<file path="config.mk">
export PLATFORM = sky130hd
export DESIGN_NAME = gas_transmitter_scaler_hysteresis_core
export DESIGN_NICKNAME = d
export VERILOG_FILES = /design/src/sv/gtsh_pkg.sv /design/src/sv/gas_transmitter_scaler_hysteresis_core.sv
export SDC_FILE = /design/constraint.sdc
export NUM_CORES = 1
export LEC_CHECK = 0
export BUFFER_PORTS_ARGS = -buffer_cell sky130_fd_sc_hd__buf_2
export CORE_UTILIZATION = 40
export DETAILED_ROUTE_END_ITERATION = 10
export PLACE_DENSITY = 0.67
export SYNTH_ARGS = -nofsm -noshare
export SYNTH_HDL_FRONTEND = slang
export SYNTH_SLANG_ARGS = --single-unit
</file>
<file path="constraint.sdc">
create_clock -name clk -period 5.8 [get_ports clk]
set_input_delay 0.87 -clock clk [delete_from_list [all_inputs] [get_ports clk]]
set_output_delay 0.87 -clock clk [all_outputs]
set_load 0.05 [all_outputs]
</file>
<file path="src/sv/gtsh_pkg.sv">
// constants and types for the gas transmitter scaler with probe-loss hysteresis
// no dependencies; imported by the core, the checker and the testbench
package gtsh_pkg;

  localparam int ReadingW = 15;
  localparam int PpmW     = 15;
  localparam int StatusW  = 2;
  localparam int AddrW    = 4;
  localparam int DataW    = 32;

  // current loop thresholds in microamps
  localparam logic [ReadingW-1:0] CUR_NOPROBE_UA = ReadingW'(2000);
  localparam logic [ReadingW-1:0] CUR_ZERO_UA    = ReadingW'(4000);

  // voltage thresholds in millivolts
  localparam logic [ReadingW-1:0] VOLT_LOSS_MV    = ReadingW'(300);
  localparam logic [ReadingW-1:0] VOLT_RECOVER_MV = ReadingW'(400);

  // probe status codes
  typedef enum logic [StatusW-1:0] {
    ST_OK           = 2'd0,
    ST_NO_PROBE     = 2'd1,
    ST_NOT_ASSIGNED = 2'd2,
    ST_NOT_ENABLED  = 2'd3
  } status_t;

  // register indexes, byte address is 4 * index
  typedef enum logic [1:0] {
    REG_PROBE_ENABLE   = 2'd0,
    REG_PROBE_ASSIGNED = 2'd1,
    REG_RANGE_SELECT   = 2'd2,
    REG_SIGNAL_MODE    = 2'd3
  } reg_idx_t;

endpackage

</file>
<file path="src/sv/gas_transmitter_scaler_hysteresis_core.sv">
// gas transmitter scaler: 4-20 mA / 0-10 V reading to ppm with probe-loss hysteresis
// depends on gtsh_pkg
//
//  channel | direction | handshake              | payload
//  --------+-----------+------------------------+---------------------------------
//  in      | input     | in_valid / in_stall    | reading
//  out     | output    | out_valid / out_stall  | concentration_ppm, probe_status
//  cfg     | input     | psel/penable/pwrite    | paddr, pwdata, prdata, pready
//
// one word per cycle sustained while out_stall stays low; an input register then a result register
// the scaling is shift-and-add on constant ratios, so one short path feeds the result
// register; the probe-loss flag updates as a word moves into the result register
// a held result stalls the input register, which in turn raises in_stall
// synchronous active-high reset clears valids, the config registers and the flag
module gas_transmitter_scaler_hysteresis_core (
  input  logic                             clk,
  input  logic                             rst,
  input  logic                             psel,
  input  logic                             penable,
  input  logic                             pwrite,
  input  logic [gtsh_pkg::AddrW-1:0]       paddr,
  input  logic [gtsh_pkg::DataW-1:0]       pwdata,
  output logic [gtsh_pkg::DataW-1:0]       prdata,
  output logic                             pready,
  input  logic                             in_valid,
  output logic                             in_stall,
  input  logic [gtsh_pkg::ReadingW-1:0]    reading,
  output logic                             out_valid,
  input  logic                             out_stall,
  output logic [gtsh_pkg::PpmW-1:0]        concentration_ppm,
  output logic [gtsh_pkg::StatusW-1:0]     probe_status
);
  import gtsh_pkg::*;

  logic                probe_enable;
  logic                probe_assigned;
  logic                range_select;
  logic                signal_mode;
  logic                lost_probe_flag;
  logic                lost_probe_flag_next;

  logic                in_vld;
  logic [ReadingW-1:0] in_reading;
  logic                res_load;
  logic                in_load;

  logic [ReadingW-1:0] delta;
  logic [ReadingW+2:0] delta_x5;
  logic [PpmW-1:0]     ppm_cur;
  logic [PpmW-1:0]     ppm_volt;
  logic [PpmW-1:0]     ppm_next;
  status_t             status_next;
  reg_idx_t            wr_idx;
  reg_idx_t            rd_idx;

  assign pready = 1'b1;
  assign wr_idx = reg_idx_t'(paddr[3:2]);
  assign rd_idx = reg_idx_t'(paddr[3:2]);

  // register writes
  always_ff @(posedge clk) begin
    if (rst) begin
      probe_enable   <= 1'b0;
      probe_assigned <= 1'b0;
      range_select   <= 1'b0;
      signal_mode    <= 1'b0;
    end else if (psel && penable && pwrite && pready) begin
      case (wr_idx)
        REG_PROBE_ENABLE:   probe_enable   <= pwdata[0];
        REG_PROBE_ASSIGNED: probe_assigned <= pwdata[0];
        REG_RANGE_SELECT:   range_select   <= pwdata[0];
        REG_SIGNAL_MODE:    signal_mode    <= pwdata[0];
        default:            ;
      endcase
    end
  end

  // register reads
  always_comb begin
    prdata = '0;
    case (rd_idx)
      REG_PROBE_ENABLE:   prdata[0] = probe_enable;
      REG_PROBE_ASSIGNED: prdata[0] = probe_assigned;
      REG_RANGE_SELECT:   prdata[0] = range_select;
      REG_SIGNAL_MODE:    prdata[0] = signal_mode;
      default:            prdata = '0;
    endcase
  end

  // pipeline flow control
  assign res_load = in_vld && (!out_valid || !out_stall);
  assign in_stall = in_vld && !res_load;
  assign in_load  = in_valid && !in_stall;

  // input register
  always_ff @(posedge clk) begin
    if (rst) begin
      in_vld <= 1'b0;
    end else if (in_load) begin
      in_vld <= 1'b1;
    end else if (res_load) begin
      in_vld <= 1'b0;
    end
  end

  always_ff @(posedge clk) begin
    if (in_load) begin
      in_reading <= reading;
    end
  end

  // scaling: current is (r-4000)*5/16 or *5/8, voltage is r/2 or r
  assign delta    = in_reading - CUR_ZERO_UA;
  assign delta_x5 = {1'b0, delta, 2'b00} + {3'b000, delta};
  assign ppm_cur  = range_select ? delta_x5[ReadingW+2:3]
                                 : {1'b0, delta_x5[ReadingW+2:4]};
  assign ppm_volt = range_select ? in_reading : {1'b0, in_reading[ReadingW-1:1]};

  // status, ppm and hysteresis flag
  always_comb begin
    ppm_next             = '0;
    status_next          = ST_OK;
    lost_probe_flag_next = lost_probe_flag;
    if (!probe_enable) begin
      status_next = ST_NOT_ENABLED;
    end else if (!probe_assigned) begin
      status_next = ST_NOT_ASSIGNED;
    end else if (!signal_mode) begin
      status_next = (in_reading <= CUR_NOPROBE_UA) ? ST_NO_PROBE : ST_OK;
      if (in_reading > CUR_ZERO_UA) begin
        ppm_next = ppm_cur;
      end
    end else if (in_reading < VOLT_LOSS_MV) begin
      lost_probe_flag_next = 1'b1;
      status_next          = ST_NO_PROBE;
    end else if (lost_probe_flag) begin
      if (in_reading > VOLT_RECOVER_MV) begin
        lost_probe_flag_next = 1'b0;
        status_next          = ST_OK;
      end else begin
        status_next = ST_NO_PROBE;
      end
    end else begin
      ppm_next = ppm_volt;
    end
  end

  // result register and flag
  always_ff @(posedge clk) begin
    if (rst) begin
      out_valid       <= 1'b0;
      lost_probe_flag <= 1'b0;
    end else begin
      if (res_load) begin
        out_valid       <= 1'b1;
        lost_probe_flag <= lost_probe_flag_next;
      end else if (!out_stall) begin
        out_valid <= 1'b0;
      end
    end
  end

  always_ff @(posedge clk) begin
    if (res_load) begin
      concentration_ppm <= ppm_next;
      probe_status      <= status_next;
    end
  end

endmodule

</file>
==> out/metrics.csv <==
stage,metric,value,unit
outcome,status,"complete, no violations",
route,routed vias/inst,5.04,
logic_synthesis,Gate Count Post-Synth,321,
logic_synthesis,Unique masters post-synth,56,
sta,Slew headroom,40.2,%
sta,RSZ-0062 raised after global routing,no,
floorplanning,die area,8070,µm²
critical_path,CP Class,register to register,
critical_path,CP Buf/Inv Count,1,
cts,CTS tree,yes,
logic_synthesis,Post-Synth Simple-Gate Area,13.5,%
layout,Post-Route Utilization,45.5,%
cts,number of post-CTS setup repair buffers,0,
layout,Finished Layout Cells,457,
route,remaining antenna violation count after routing,0,
critical_path,CP top delay family,compound AO/OA/AOI/OAI gates,
sta,"Hold Vio Cnt, Final",0,
route,Post-Route WL,5730,µm
critical_path,CP Cell Sequence,inv_1 > ha_1 > and3b_2 > a41oi_1 > xor2_1 > ha_1 > and3_1 > a221o_1 > a21o_1 > a221oi_2 > a211oi_2,
logic_synthesis,"flops & latches, synth",39,
critical_path,Worst R2R Setup Slack,1890,ps
route,initial DRC count,161,
critical_path,FF-to-FF Start,in_reading[5],
sta,Slew @ Worst Pin,896,ps
sta,setup TNS,0,ps
placed_design,post-DP HPWL,4490,µm
global_routing,vias in the first global route,1910,
logic_synthesis,fraction of synthesized cell area in xor and xnor cells,6.24,%
floorplanning,Row Count,31,
sta,hold slack,476,ps
cts,maximum clock path buffer count,2,
global_routing,GRT Util Overall,13.8,%
logic_synthesis,largest family of logic cells by synthesized area,compound AO/OA/AOI/OAI gates,
sta,f_max,256,MHz
critical_path,Worst path slowest cell,xor2_1,
sta,Final Cycle Share,67.4,%
route,drt pass-1 iters,4,
placed_design,RD Place Congestion,0.879,
floorplanning,die height,89.8,µm
hold_path,Hold Crit Endpoint,out_valid,
critical_path,critical path launch point,in_reading[5],
route,vias,2302,
layout,net count reported at finish,433,
logic_synthesis,Mapped Avg Cell Area,9.61,µm²
hold_path,Hold Path Class,register to register,
critical_path,"Req. time, crit path",5810,ps
critical_path,R2R depth,11,
critical_path,CP Launch Type,register,
sta,post-layout min period,3910,ps
logic_synthesis,post-synthesis mux area share,8.31,%
route,DRC,0,
floorplanning,Core Area,7370,µm²
logic_synthesis,register area share after synthesis,35.7,%
sta,max-slew violations,0,
cts,CTS resizes,0,
placed_design,Placed Cells,449,
route,Avg WL per Cell,12.5,µm
critical_path,Worst Setup End Kind,register,
logic_synthesis,adder-cell share of the synthesized area,7.54,%
floorplanning,io pins,110,
cts,H-tree depth,2,
logic_synthesis,number of enable flip-flop cells after synthesis,32,
layout,n_diodes,0,
critical_path,"most used cell, CP",ha_1,
logic_synthesis,"Top FF cell, synth",edfxtp_1,
cts,clock sinks,39,
cts,TritonCTS buffer count,5,
logic_synthesis,post-synthesis cell area,3090,µm²
power_and_ir_drop,Leak,1.41,nW
sta,Setup Skew,9.86,ps
hold_path,Hold Path Cell Cnt,2,
critical_path,worst reg2reg endpoint,concentration_ppm[13],
global_routing,initial antenna violation count,0,
cts,Clock Latency Late Sink,290,ps
critical_path,"Arr. time, crit path",3920,ps
logic_synthesis,post-synthesis compound-gate area fraction,17.0,%
critical_path,Critical Path Fanout Max,11,
sta,Setup Viol. Count Final,0,
logic_synthesis,fraction of registers with async set/reset,0,%
cts,clk slew on worst S/H paths,70,ps
hold_path,Hold Startpoint,in_vld,
layout,Area growth syn-to-layout,8.68,%
global_routing,total gr overflow,0,
power_and_ir_drop,Power per Cell Area,241,nW/µm²
cts,Post-CTS Hold Buffers,0,
critical_path,CP max stage delay,600,ps
global_routing,global-route wire length before repair,9110,µm
cts,Clock Tree Root,clkbuf_8,
power_and_ir_drop,VDD IR-drop max,0.147,mV
floorplanning,starting density of the core,41.9,%
layout,layout cells sized above 1,18.4,%
floorplanning,die extent in x,89.8,µm
layout,Fill cells,733,
flow_run,max capacitance violation total,0,
global_routing,pin count of the biggest net entering global routing,32,
placed_design,Port Buf Inserts,44,
logic_synthesis,synth warn,0,
==> worst reg2reg max path, stage by stage, from the launching register on <==
cell      delay, ps
edfxtp_1        550
inv_1           250
ha_1            270
and3b_2         240
a41oi_1         240
xor2_1          600
ha_1            420
and3_1          180
a221o_1         360
a21o_1          210
a221oi_2        250
a211oi_2         60
==> worst max-delay path by stage <==
stage	depth (start not counted)	to	slack (ps)
final	11	concentration_ppm[13]	1890
after global routing	11	concentration_ppm[13]	1620
after CTS	11	concentration_ppm[13]	1920
after detailed placement	11	concentration_ppm[13]	1930
after global placement	11	concentration_ppm[13]	1980
after floorplan	12	concentration_ppm[13]	2560
==> kinds of logic (layout without fill, tap and decap cells) <==
family                   Yosys count  count (layout)
AND/OR/NAND/NOR                   86              86
buffers and inverters             57              64
AO/OA/AOI/OAI                     73              73
other                              2              32
adder cells (fa/ha/maj)           18              18
flip-flops                        39              39
XOR/XNOR                          22              22
multiplexers                      24              24
==> synthesized netlist by cell type, types with 8 or more instances <==
| cell type | count | area [µm²] |
|---|---|---|
| xnor2_1 | 13 | 114 |
| nand3_1 | 8 | 40.0 |
| inv_1 | 8 | 30.0 |
| nor2_1 | 26 | 97.6 |
| nand2_1 | 16 | 60.1 |
| buf_4 | 34 | 255 |
| xor2_1 | 9 | 78.8 |
| nor3_1 | 9 | 45.0 |
| a21oi_1 | 22 | 110 |
| ha_1 | 17 | 213 |
| edfxtp_1 | 32 | 961 |
| mux2i_1 | 20 | 200 |
==> routing by layer <==
layer / GRT usage (%) / wire [µm] / vias up
li1: - / - / 1184
met1: 19.7 / 2940 / 1040
met2: 21.1 / 2500 / 71
met3: 2.88 / 232 / 7
met4: 4.10 / 61 / 0
met5: 0 / 0 / -
==> where the power goes <==
group | switching [W] | internal, W
combinational | 0.000171 | 0.0000948
sequential | 0.0000157 | 0.000314
clock | 0.0000886 | 0.000126
==> final cells by class <==
| cell class | instances | area [µm²] | area share [%] |
|---|---|---|---|
| timing repair buffer | 47 | 243 | 7.24 |
| clock inverter | 3 | 38.8 | 1.16 |
| clock buffer | 5 | 68.8 | 2.05 |
| inverter | 9 | 33.8 | 1.01 |
| tap | 99 | 124 | 3.69 |
| multi-input combinational | 255 | 1740 | 52.0 |
| sequential | 39 | 1100 | 32.8 |
==> cell usage in the layout (no fill, tap or decap), drive strengths merged, types with 2 or more instances in the layout <==
cell	count
a211oi	4
a21boi	2
a21o	7
a21oi	22
a221oi	3
a22oi	4
a31oi	7
and2	4
and3	7
buf	47
clkbuf	5
clkinv	3
conb	32
dfxtp	7
edfxtp	32
ha	17
inv	8
mux2	3
mux2i	20
nand2	16
nand2b	2
nand3	8
nand4	3
nor2	26
nor2b	2
nor3	9
nor4	5
o21ai	8
o22a	4
o31ai	3
xnor2	13
xor2	9
==> state kept, by name, summed over array words and instances, names as in the netlist <==
signal,flops
concentration_ppm,15
in_reading,15
probe_status,2
in_vld,1
lost_probe_flag,1
out_valid,1
probe_assigned,1
probe_enable,1
range_select,1
signal_mode,1
==> per-stage QoR <==
step	cell area, µm²	total power [W]	setup WS [ps]
2_1_floorplan	3200	0.000571	2560
3_3_place_gp	3250	0.000594	1980
5_1_grt	3350	0.000846	1620
6_report	3350	0.000810	1890
3_5_place_dp	3250	0.000598	1930
4_1_cts	3350	0.000814	1920
Note: power is estimated with default switching activity, not from simulation.
